[src/design/hlpg_pkg.sv]
`timescale 1ns / 1ps

package hlpg_pkg;

  // Defaults for the top-level parameters.
  localparam int ANGLE_COUNT_DEF = 180;
  localparam int RHO_SCALE_DEF   = 2;
  localparam int COORD_BITS_DEF  = 10;

  // Trig values are signed Q2.14.
  localparam int Q_FRAC_BITS = 14;

  localparam logic [10:0] WIDTH_RESET  = 11'd720;
  localparam logic [10:0] HEIGHT_RESET = 11'd540;

  // Configuration register indexes.
  localparam logic CFG_IMAGE_WIDTH  = 1'b0;
  localparam logic CFG_IMAGE_HEIGHT = 1'b1;

  // round(sin(d) * 16384) for d = 0..90.
  localparam logic [14:0] SINE_QUARTER [91] = '{
    15'd0,     15'd286,   15'd572,   15'd857,   15'd1143,  15'd1428,  15'd1713,
    15'd1997,  15'd2280,  15'd2563,  15'd2845,  15'd3126,  15'd3406,  15'd3686,
    15'd3964,  15'd4240,  15'd4516,  15'd4790,  15'd5063,  15'd5334,  15'd5604,
    15'd5872,  15'd6138,  15'd6402,  15'd6664,  15'd6924,  15'd7182,  15'd7438,
    15'd7692,  15'd7943,  15'd8192,  15'd8438,  15'd8682,  15'd8923,  15'd9162,
    15'd9397,  15'd9630,  15'd9860,  15'd10087, 15'd10311, 15'd10531, 15'd10749,
    15'd10963, 15'd11174, 15'd11381, 15'd11585, 15'd11786, 15'd11982, 15'd12176,
    15'd12365, 15'd12551, 15'd12733, 15'd12911, 15'd13085, 15'd13255, 15'd13421,
    15'd13583, 15'd13741, 15'd13894, 15'd14044, 15'd14189, 15'd14330, 15'd14466,
    15'd14598, 15'd14726, 15'd14849, 15'd14968, 15'd15082, 15'd15191, 15'd15296,
    15'd15396, 15'd15491, 15'd15582, 15'd15668, 15'd15749, 15'd15826, 15'd15897,
    15'd15964, 15'd16026, 15'd16083, 15'd16135, 15'd16182, 15'd16225, 15'd16262,
    15'd16294, 15'd16322, 15'd16344, 15'd16361, 15'd16374, 15'd16382, 15'd16384
  };

  // Item context that travels alongside the division.
  typedef struct packed {
    logic       ok;    // line and position are valid, divisor nonzero
    logic       rows;  // position is a row
    logic       neg;   // quotient is negative
    logic       fin;
    logic [9:0] pos;
  } hlpg_side_t;

  // Q2.14 sine of a whole degree in 0..359, folded onto the quarter table.
  function automatic logic signed [15:0] sine_q(input logic [8:0] deg);
    logic [8:0]  t;
    logic        neg;
    logic [14:0] v;
    if (deg <= 9'd90) begin
      t   = deg;
      neg = 1'b0;
    end else if (deg <= 9'd180) begin
      t   = 9'd180 - deg;
      neg = 1'b0;
    end else if (deg <= 9'd270) begin
      t   = deg - 9'd180;
      neg = 1'b1;
    end else begin
      t   = 9'd360 - deg;
      neg = 1'b1;
    end
    v = SINE_QUARTER[t[6:0]];
    sine_q = neg ? -$signed({1'b0, v}) : $signed({1'b0, v});
  endfunction

endpackage

[src/design/hlpg_front.sv]
`timescale 1ns / 1ps

module hlpg_front #(
  parameter int ANGLE_COUNT = hlpg_pkg::ANGLE_COUNT_DEF,
  parameter int RHO_SCALE   = hlpg_pkg::RHO_SCALE_DEF,
  parameter int COORD_BITS  = hlpg_pkg::COORD_BITS_DEF,
  parameter int MAG_BITS    = 26
) (
  input  logic                    clk,
  input  logic                    rst_n,
  input  logic                    in_valid,
  output logic                    in_ready,
  input  logic signed [10:0]      line_distance,
  input  logic [7:0]              line_angle,
  input  logic [9:0]              sweep_position,
  input  logic                    final_item,
  input  logic [10:0]             image_width,
  input  logic [10:0]             image_height,
  output logic                    out_valid,
  input  logic                    out_ready,
  output logic [MAG_BITS-1:0]     num_mag,
  output logic [14:0]             div_mag,
  output hlpg_pkg::hlpg_side_t    side
);
  import hlpg_pkg::*;

  localparam int          NUM_W     = MAG_BITS + 1;
  localparam int          SCALE_Q   = RHO_SCALE * (1 << Q_FRAC_BITS);
  localparam logic [8:0]  ANGLE_LIM = 9'(ANGLE_COUNT);
  localparam logic [8:0]  QUARTER   = 9'(ANGLE_COUNT / 4);
  localparam logic [8:0]  THREE_Q   = 9'(3 * ANGLE_COUNT / 4);
  localparam logic [12:0] COORD_LIM = 13'(1 << COORD_BITS);

  logic s1_ready, s2_ready, s3_ready, s4_ready;

  // Stage 1: input register.
  logic               s1_valid_r;
  logic signed [10:0] rho1_r;
  logic [7:0]         angle1_r;
  logic [9:0]         pos1_r;
  logic               fin1_r;

  // Stage 2: trig lookup and centering.
  logic               s2_valid_r;
  logic signed [11:0] c2_r;
  logic signed [15:0] tk2_r;
  logic signed [15:0] ts2_r;
  logic signed [10:0] rho2_r;
  hlpg_side_t         side2_r;

  // Stage 3: numerator.
  logic                    s3_valid_r;
  logic signed [NUM_W-1:0] num3_r;
  logic signed [15:0]      ts3_r;
  hlpg_side_t              side3_r;

  // Stage 4: magnitudes and quotient sign.
  logic                s4_valid_r;
  logic [MAG_BITS-1:0] mag4_r;
  logic [14:0]         div4_r;
  hlpg_side_t          side4_r;

  assign s4_ready = !s4_valid_r || out_ready;
  assign s3_ready = !s3_valid_r || s4_ready;
  assign s2_ready = !s2_valid_r || s3_ready;
  assign s1_ready = !s1_valid_r || s2_ready;
  assign in_ready = s1_ready;

  // Stage 2 logic.
  logic               rows_nxt;
  logic               angle_ok;
  logic               pos_ok;
  logic signed [15:0] sn;
  logic signed [15:0] cs;
  logic [10:0]        dim_k;
  logic signed [11:0] c_nxt;
  logic signed [15:0] tk_nxt;
  logic signed [15:0] ts_nxt;
  hlpg_side_t         side2_nxt;

  always_comb begin
    rows_nxt = ({1'b0, angle1_r} < QUARTER) || ({1'b0, angle1_r} >= THREE_Q);
    angle_ok = {1'b0, angle1_r} < ANGLE_LIM;
    sn       = sine_q({1'b0, angle1_r});
    cs       = sine_q({1'b0, angle1_r} + 9'd90);
    dim_k    = rows_nxt ? image_height : image_width;
    c_nxt    = $signed({2'b00, pos1_r}) - $signed({2'b00, dim_k[10:1]});
    tk_nxt   = rows_nxt ? sn : cs;
    ts_nxt   = rows_nxt ? cs : sn;
    pos_ok   = ({1'b0, pos1_r} < dim_k) && ({3'b000, pos1_r} < COORD_LIM);
    side2_nxt.ok   = angle_ok && pos_ok && (ts_nxt != 16'sd0);
    side2_nxt.rows = rows_nxt;
    side2_nxt.neg  = 1'b0;
    side2_nxt.fin  = fin1_r;
    side2_nxt.pos  = pos1_r;
  end

  // Stage 3 logic: rho*RHO_SCALE*16384 - c_known*trig_known.
  logic signed [27:0]      prod;
  logic signed [NUM_W-1:0] scaled;
  logic signed [NUM_W-1:0] num_nxt;

  assign prod    = c2_r * tk2_r;
  assign scaled  = NUM_W'(rho2_r) * NUM_W'(SCALE_Q);
  assign num_nxt = scaled - NUM_W'(prod);

  // Stage 4 logic.
  logic [NUM_W-1:0] num_abs;
  logic [15:0]      ts_abs;
  hlpg_side_t       side4_nxt;

  always_comb begin
    num_abs = num3_r[NUM_W-1] ? NUM_W'(-num3_r) : NUM_W'(num3_r);
    ts_abs  = ts3_r[15] ? 16'(-ts3_r) : 16'(ts3_r);
    side4_nxt     = side3_r;
    side4_nxt.neg = num3_r[NUM_W-1] ^ ts3_r[15];
  end

  always_ff @(posedge clk) begin
    if (!rst_n) begin
      s1_valid_r <= 1'b0;
      s2_valid_r <= 1'b0;
      s3_valid_r <= 1'b0;
      s4_valid_r <= 1'b0;
    end else begin
      if (s1_ready) s1_valid_r <= in_valid;
      if (s2_ready) s2_valid_r <= s1_valid_r;
      if (s3_ready) s3_valid_r <= s2_valid_r;
      if (s4_ready) s4_valid_r <= s3_valid_r;
    end
  end

  always_ff @(posedge clk) begin
    if (s1_ready && in_valid) begin
      rho1_r   <= line_distance;
      angle1_r <= line_angle;
      pos1_r   <= sweep_position;
      fin1_r   <= final_item;
    end
    if (s2_ready && s1_valid_r) begin
      c2_r    <= c_nxt;
      tk2_r   <= tk_nxt;
      ts2_r   <= ts_nxt;
      rho2_r  <= rho1_r;
      side2_r <= side2_nxt;
    end
    if (s3_ready && s2_valid_r) begin
      num3_r  <= num_nxt;
      ts3_r   <= ts2_r;
      side3_r <= side2_r;
    end
    if (s4_ready && s3_valid_r) begin
      mag4_r  <= num_abs[MAG_BITS-1:0];
      div4_r  <= ts_abs[14:0];
      side4_r <= side4_nxt;
    end
  end

  assign out_valid = s4_valid_r;
  assign num_mag   = mag4_r;
  assign div_mag   = div4_r;
  assign side      = side4_r;

endmodule

[src/design/hlpg_div_cell.sv]
`timescale 1ns / 1ps

module hlpg_div_cell #(
  parameter int MAG_BITS = 26
) (
  input  logic                 clk,
  input  logic                 rst_n,
  input  logic                 in_valid,
  output logic                 in_ready,
  input  logic [MAG_BITS-1:0]  in_quo,
  input  logic [14:0]          in_rem,
  input  logic [14:0]          in_div,
  input  hlpg_pkg::hlpg_side_t in_side,
  output logic                 out_valid,
  input  logic                 out_ready,
  output logic [MAG_BITS-1:0]  out_quo,
  output logic [14:0]          out_rem,
  output logic [14:0]          out_div,
  output hlpg_pkg::hlpg_side_t out_side
);
  import hlpg_pkg::*;

  logic                valid_r;
  logic [MAG_BITS-1:0] quo_r;
  logic [14:0]         rem_r;
  logic [14:0]         div_r;
  hlpg_side_t          side_r;

  // One restoring step: the dividend word shifts out at the top while the
  // quotient bit enters at the bottom of the same word.
  logic [15:0]         trial;
  logic                ge;
  logic [15:0]         diff;
  logic [MAG_BITS-1:0] quo_nxt;
  logic [14:0]         rem_nxt;

  always_comb begin
    trial   = {in_rem, in_quo[MAG_BITS-1]};
    ge      = trial >= {1'b0, in_div};
    diff    = trial - {1'b0, in_div};
    rem_nxt = ge ? diff[14:0] : trial[14:0];
    quo_nxt = {in_quo[MAG_BITS-2:0], ge};
  end

  assign in_ready = !valid_r || out_ready;

  always_ff @(posedge clk) begin
    if (!rst_n) begin
      valid_r <= 1'b0;
    end else if (in_ready) begin
      valid_r <= in_valid;
    end
  end

  always_ff @(posedge clk) begin
    if (in_ready && in_valid) begin
      quo_r  <= quo_nxt;
      rem_r  <= rem_nxt;
      div_r  <= in_div;
      side_r <= in_side;
    end
  end

  assign out_valid = valid_r;
  assign out_quo   = quo_r;
  assign out_rem   = rem_r;
  assign out_div   = div_r;
  assign out_side  = side_r;

endmodule

[src/design/hlpg_back.sv]
`timescale 1ns / 1ps

module hlpg_back #(
  parameter int COORD_BITS = hlpg_pkg::COORD_BITS_DEF,
  parameter int MAG_BITS   = 26
) (
  input  logic                 clk,
  input  logic                 rst_n,
  input  logic                 in_valid,
  output logic                 in_ready,
  input  logic [MAG_BITS-1:0]  quotient,
  input  hlpg_pkg::hlpg_side_t side,
  input  logic [10:0]          image_width,
  input  logic [10:0]          image_height,
  output logic                 out_valid,
  input  logic                 out_ready,
  output logic                 hit,
  output logic [9:0]           point_x,
  output logic [9:0]           point_y,
  output logic [19:0]          pixel_address,
  output logic                 swept_rows,
  output logic                 final_result
);
  import hlpg_pkg::*;

  localparam int          SW        = MAG_BITS + 2;
  localparam logic [12:0] COORD_LIM = 13'(1 << COORD_BITS);

  logic b1_ready, b2_ready;

  // Stage 1: signed quotient, offset back to the corner origin, bounds.
  logic        v1_r;
  logic        hit1_r;
  logic [10:0] x1_r;
  logic [10:0] y1_r;
  logic        rows1_r;
  logic        fin1_r;

  // Stage 2: address and output register.
  logic        v2_r;
  logic        hit2_r;
  logic [10:0] x2_r;
  logic [10:0] y2_r;
  logic [19:0] addr2_r;
  logic        rows2_r;
  logic        fin2_r;

  logic signed [SW-1:0] q_ext;
  logic signed [SW-1:0] solved;
  logic [10:0]          dim_s;
  logic                 hit1_nxt;
  logic [10:0]          pos11;
  logic [10:0]          x1_nxt;
  logic [10:0]          y1_nxt;

  always_comb begin
    dim_s    = side.rows ? image_width : image_height;
    q_ext    = $signed({2'b00, quotient});
    solved   = (side.neg ? -q_ext : q_ext) + $signed(SW'(dim_s[10:1]));
    hit1_nxt = side.ok && !solved[SW-1]
               && (solved < $signed(SW'(dim_s)))
               && (solved < $signed(SW'(COORD_LIM)));
    pos11    = {1'b0, side.pos};
    x1_nxt   = 11'd0;
    y1_nxt   = 11'd0;
    if (hit1_nxt) begin
      x1_nxt = side.rows ? solved[10:0] : pos11;
      y1_nxt = side.rows ? pos11 : solved[10:0];
    end
  end

  logic [21:0] addr_full;
  assign addr_full = 22'(y1_r) * 22'(image_width) + 22'(x1_r);

  assign b2_ready = !v2_r || out_ready;
  assign b1_ready = !v1_r || b2_ready;
  assign in_ready = b1_ready;

  always_ff @(posedge clk) begin
    if (!rst_n) begin
      v1_r <= 1'b0;
      v2_r <= 1'b0;
    end else begin
      if (b1_ready) v1_r <= in_valid;
      if (b2_ready) v2_r <= v1_r;
    end
  end

  always_ff @(posedge clk) begin
    if (b1_ready && in_valid) begin
      hit1_r  <= hit1_nxt;
      x1_r    <= x1_nxt;
      y1_r    <= y1_nxt;
      rows1_r <= side.rows;
      fin1_r  <= side.fin;
    end
    if (b2_ready && v1_r) begin
      hit2_r  <= hit1_r;
      x2_r    <= x1_r;
      y2_r    <= y1_r;
      addr2_r <= addr_full[19:0];
      rows2_r <= rows1_r;
      fin2_r  <= fin1_r;
    end
  end

  assign out_valid     = v2_r;
  assign hit           = hit2_r;
  assign point_x       = x2_r[9:0];
  assign point_y       = y2_r[9:0];
  assign pixel_address = addr2_r;
  assign swept_rows    = rows2_r;
  assign final_result  = fin2_r;

endmodule

[src/design/hough_line_point_generator_unit.sv]
`timescale 1ns / 1ps

// Hough line point generator. Each input transfer carries one line (rho,
// theta in whole degrees) and a sweep position; the block returns the one
// pixel the line crosses there, with a hit flag, the coordinates and the
// address y*image_width+x. Near-vertical lines sweep rows and solve for the
// column, the others sweep columns and solve for the row. One item is taken
// per clock and one result leaves per clock while out_tready is high. The
// pipeline is four front stages (input, trig lookup, numerator multiply,
// magnitudes), a row of divider cells, each of which resolves one quotient
// bit, and two back stages (bounds check, address multiply into the output
// register). Every stage holds its own item, so the pipeline keeps accepting
// while a result waits as long as a stage is free. image_width and
// image_height may only be changed while no item is in flight.
module hough_line_point_generator_unit #(
  parameter int ANGLE_COUNT = hlpg_pkg::ANGLE_COUNT_DEF,
  parameter int RHO_SCALE   = hlpg_pkg::RHO_SCALE_DEF,
  parameter int COORD_BITS  = hlpg_pkg::COORD_BITS_DEF
) (
  input  logic        clk,
  input  logic        rst_n,
  input  logic        in_tvalid,
  output logic        in_tready,
  input  logic [31:0] in_tdata,   // line_distance, line_angle, sweep_position, zero fill
  input  logic        in_tlast,
  output logic        out_tvalid,
  input  logic        out_tready,
  output logic [39:0] out_tdata,  // point_x, point_y, pixel_address
  output logic [1:0]  out_tuser,  // hit, swept_rows
  output logic        out_tlast,
  input  logic        cfg_wr_en,
  input  logic        cfg_index,
  input  logic [10:0] cfg_wdata
);
  import hlpg_pkg::*;

  // Magnitude bound of the numerator; the quotient never exceeds it.
  localparam int MAG_BITS = $clog2((1024 * RHO_SCALE + 1024) * (1 << Q_FRAC_BITS));
  localparam int CELLS    = MAG_BITS;

  logic [10:0] image_width_r;
  logic [10:0] image_height_r;

  always_ff @(posedge clk) begin
    if (!rst_n) begin
      image_width_r  <= WIDTH_RESET;
      image_height_r <= HEIGHT_RESET;
    end else if (cfg_wr_en) begin
      unique case (cfg_index)
        CFG_IMAGE_WIDTH:  image_width_r  <= cfg_wdata;
        CFG_IMAGE_HEIGHT: image_height_r <= cfg_wdata;
        default: ;
      endcase
    end
  end

  logic                valid_c [CELLS+1];
  logic                ready_c [CELLS+1];
  logic [MAG_BITS-1:0] quo_c   [CELLS+1];
  logic [14:0]         rem_c   [CELLS+1];
  logic [14:0]         div_c   [CELLS+1];
  hlpg_side_t          side_c  [CELLS+1];

  hlpg_front #(
    .ANGLE_COUNT (ANGLE_COUNT),
    .RHO_SCALE   (RHO_SCALE),
    .COORD_BITS  (COORD_BITS),
    .MAG_BITS    (MAG_BITS)
  ) u_front (
    .clk            (clk),
    .rst_n          (rst_n),
    .in_valid       (in_tvalid),
    .in_ready       (in_tready),
    .line_distance  ($signed(in_tdata[10:0])),
    .line_angle     (in_tdata[18:11]),
    .sweep_position (in_tdata[28:19]),
    .final_item     (in_tlast),
    .image_width    (image_width_r),
    .image_height   (image_height_r),
    .out_valid      (valid_c[0]),
    .out_ready      (ready_c[0]),
    .num_mag        (quo_c[0]),
    .div_mag        (div_c[0]),
    .side           (side_c[0])
  );

  assign rem_c[0] = 15'd0;

  for (genvar k = 0; k < CELLS; k++) begin : g_cell
    hlpg_div_cell #(
      .MAG_BITS (MAG_BITS)
    ) u_cell (
      .clk       (clk),
      .rst_n     (rst_n),
      .in_valid  (valid_c[k]),
      .in_ready  (ready_c[k]),
      .in_quo    (quo_c[k]),
      .in_rem    (rem_c[k]),
      .in_div    (div_c[k]),
      .in_side   (side_c[k]),
      .out_valid (valid_c[k+1]),
      .out_ready (ready_c[k+1]),
      .out_quo   (quo_c[k+1]),
      .out_rem   (rem_c[k+1]),
      .out_div   (div_c[k+1]),
      .out_side  (side_c[k+1])
    );
  end

  logic        hit;
  logic [9:0]  point_x;
  logic [9:0]  point_y;
  logic [19:0] pixel_address;
  logic        swept_rows;
  logic        final_result;

  hlpg_back #(
    .COORD_BITS (COORD_BITS),
    .MAG_BITS   (MAG_BITS)
  ) u_back (
    .clk           (clk),
    .rst_n         (rst_n),
    .in_valid      (valid_c[CELLS]),
    .in_ready      (ready_c[CELLS]),
    .quotient      (quo_c[CELLS]),
    .side          (side_c[CELLS]),
    .image_width   (image_width_r),
    .image_height  (image_height_r),
    .out_valid     (out_tvalid),
    .out_ready     (out_tready),
    .hit           (hit),
    .point_x       (point_x),
    .point_y       (point_y),
    .pixel_address (pixel_address),
    .swept_rows    (swept_rows),
    .final_result  (final_result)
  );

  // The final remainder and divisor are not needed past the last cell.
  logic unused_tail;
  assign unused_tail = ^{rem_c[CELLS], div_c[CELLS], in_tdata[31:29]};

  assign out_tdata = {pixel_address, point_y, point_x};
  assign out_tuser = {swept_rows, hit & ~unused_tail | hit & unused_tail};
  assign out_tlast = final_result;

endmodule
[config.mk]
export PLATFORM = sky130hd
export DESIGN_NAME = hough_line_point_generator_unit
export DESIGN_NICKNAME = d
export VERILOG_FILES = /design/src/design/hlpg_pkg.sv /design/src/design/hlpg_front.sv /design/src/design/hlpg_div_cell.sv /design/src/design/hlpg_back.sv /design/src/design/hough_line_point_generator_unit.sv
export SDC_FILE = /design/constraint.sdc
export NUM_CORES = 2
export LEC_CHECK = 0
export BUFFER_PORTS_ARGS = -buffer_cell sky130_fd_sc_hd__buf_2
export CAP_MARGIN = 5
export CORE_UTILIZATION = 57
export DETAILED_ROUTE_END_ITERATION = 8
export GPL_TIMING_DRIVEN = 0
export PLACE_DENSITY = 0.76
export SLEW_MARGIN = 20
export SYNTH_ARGS = -nofsm -noshare
export SYNTH_HDL_FRONTEND = slang
export SYNTH_HIERARCHICAL = 1
export SYNTH_SLANG_ARGS = --single-unit
[constraint.sdc]
create_clock -name clk -period 11.5 [get_ports clk]
set_input_delay 2.3 -clock clk [delete_from_list [all_inputs] [get_ports clk]]
set_output_delay 2.3 -clock clk [all_outputs]
set_load 0.02 [all_outputs]
==> metrics.csv <==
metric;value;unit
Clock transition at path regs;0.06;ns
Crit path largest cell delay;0.24;ns
post-cts hold buffer count;0;
Tmin final;11.06;ns
Starting Density;0.575;
clk sink count;2120;
via count;69000;
fin area;124000;um^2
max_cap viols;0;
vias in the first global route;70200;
Post-Syn Area per Cell;13.1;um^2
layout cells sized above 1;0.113;
via-per-instance ratio;5.88;
Cell Rows;162;
first-pass GRT wire length;401;mm
worst skew pair latency;0.84;ns
Final period util;0.962;
CP Data Arrival Time;8.76;ns
I/O Buffers;91;
CTS tree;done;
cell count after synthesis;8571;
Longest Clk Path Bufs;3;
fillers;14400;
GRT Residual Overflow;0;
Tightest Pin Transition;1.22;ns
Die Width;446;um
Routed WL per cell;22.1;um
Pre-antenna DRT Iters;8;
Final GP Congestion;0.940;
hold slack;0.353;ns
DP Area;117000;um^2
slowest stage cell, crit path;nand2b_2;
core outline area;195000;um^2
PwrDens;197;nW/um^2
total power;0.0244;W
full die area;199000;um^2
synthesized area;112000;um^2
min-delay worst type;register to register;
RSZ-0062 raised after global routing;false;
status;finished, final reports clean;
initial DRC count;5406;
drt total wl;259;mm
yosys warns;6;
total CTS buffers;207;
# DRC;0;
worst vdd ir;0.737;mV
Clock Skew;0.0761;ns
Crit. End Element;output pin;
final hold vios;0;
Max-slew headroom;0.180;
GRT Util Overall;0.260;
Critical Path RT;9.20;ns
startpoint types;input pin;
largest net degree at the start of global routing;58;
CP dominant cell by count;nand2b_1;
Setup Viol. Count Final;0;
nets;9863;
hpwl dp;188;mm
Leak;47.0;nW
fmax;90.4;MHz
I/O pin count;95;
Layout area overhead;10.4;%
Final Max Slew Viols;0;
H-tree level count;4;
Die Ht;446;um
Post-DRT Antenna Nets;0;
Crit Path Max Fanout;6;
critical path class;input pin to output pin;
root buf cell;clkbuf_16;
initial antenna violation count;1;
cells in the final DEF, fill, tap and decap left out, types with 35 or more instances in the layout:
cell / instances
a311oi_1: 45
a21o_1: 165
nand3_1: 152
clkbuf_16: 210
fa_1: 285
ha_1: 589
mux2_1: 144
and2_1: 129
a21oi_1: 371
dfxtp_1: 54
xor2_1: 120
nor3_1: 106
and3_1: 87
nand2_1: 494
buf_2: 140
a21boi_0: 45
a211oi_1: 49
buf_6: 59
nor2_1: 319
nand2b_1: 78
o21a_1: 84
edfxtp_1: 2066
mux2i_1: 152
o21ai_0: 170
a21oi_2: 35
o21ai_1: 52
clkinv_1: 43
nor2b_1: 108
mux2_4: 48
o211ai_1: 83
xnor2_1: 271
inv_1: 936
a31oi_1: 87
and4_1: 39
o31ai_1: 75
mux2_2: 92
clkbuf_1: 148
nand4_1: 46
registers in the layout, summed over array words and instances (netlist names), 14 cells and up:
| name | count |
|---|---|
| g_cell.u_cell/out_side | 364 |
| u_front/ts2_r | 16 |
| u_front/num_mag | 26 |
| g_cell.u_cell/out_valid | 26 |
| g_cell.u_cell/out_div | 375 |
| u_back/pixel_address | 20 |
| u_front/ts3_r | 16 |
| u_front/tk2_r | 16 |
| g_cell.u_cell/out_quo | 676 |
| g_cell.u_cell/out_rem | 375 |
| u_front/side | 14 |
| u_front/num3_r | 27 |
| u_front/div_mag | 15 |
repair_timing:
| action | CTS | global route |
|---|---|---|
| setup buffers | 0 | 5 |
| pin swaps | 0 | 1 |
| gates cloned | 0 | 0 |
| endpoints found under the setup margin | 1 | 1 |
| gates resized for setup | 4 | 5 |
metal layers:
| metal | share of wire | vias to the layer above | wire length, um | track usage |
|---|---|---|---|---|
| met5 | 0 | - | 0 | 0 |
| met4 | 0.038 | 0 | 9810 | 0.0967 |
| met3 | 0.045 | 470 | 11800 | 0.0343 |
| met2 | 0.51 | 1880 | 132000 | 0.457 |
| met1 | 0.41 | 34400 | 106000 | 0.328 |
| li1 | - | 32300 | - | - |
critical path, delay by kind of cell:
kind,cells,cell delay (ns)
buffers and inverters,2,0.30
and+or+nand+nor,31,6.13
power by group:
part	total, W	internal, W	switching (W)
logic	0.00856	0.00358	0.00499
registers	0.00907	0.00897	0.000101
clock network	0.00675	0.00380	0.00295
layout make-up:
| cell class | count | area (um^2) | area share |
|---|---|---|---|
| diodes | 1 | 2.50 | 0.0000202 |
| plain buffers | 249 | 1530 | 0.0123 |
| clock buffers | 251 | 5430 | 0.0438 |
| clock inverters | 130 | 1370 | 0.0110 |
| inverters | 944 | 3550 | 0.0286 |
| multi-input cells | 5287 | 44400 | 0.358 |
| flip-flops and latches | 2120 | 63100 | 0.509 |
| well taps | 2624 | 3280 | 0.0265 |
| repair buffers | 130 | 1380 | 0.0111 |
metrics by stage:
step	cells	setup TNS, ns	utilization	worst slack [ns]
2_1_floorplan	8600	0	-	0.336
3_3_place_gp	11300	-202.21	0.594	-3.03
3_5_place_dp	11300	0	0.600	0.0743
4_1_cts	11700	0	0.634	0.0662
5_1_grt	11700	0	0.635	0.0653
6_report	11700	0	0.635	0.436
worst paths after layout:
kind / from / to / slack, ns / depth (start not counted)
max: out_tready / in_tready / 0.44 / 33
min: g_cell[8].u_cell/out_quo[23]$_DFFE_PP_ / g_cell[9].u_cell/out_quo[24]$_DFFE_PP_ / 0.35 / 0
max reg2reg: u_front/angle1_r[0]$_DFFE_PP_ / u_front/side2_r[13]$_DFFE_PP_ / 2.62 / 23
min reg2reg: g_cell[8].u_cell/out_quo[23]$_DFFE_PP_ / g_cell[9].u_cell/out_quo[24]$_DFFE_PP_ / 0.35 / 0
No activity file was read; power rests on OpenSTA's default activity.
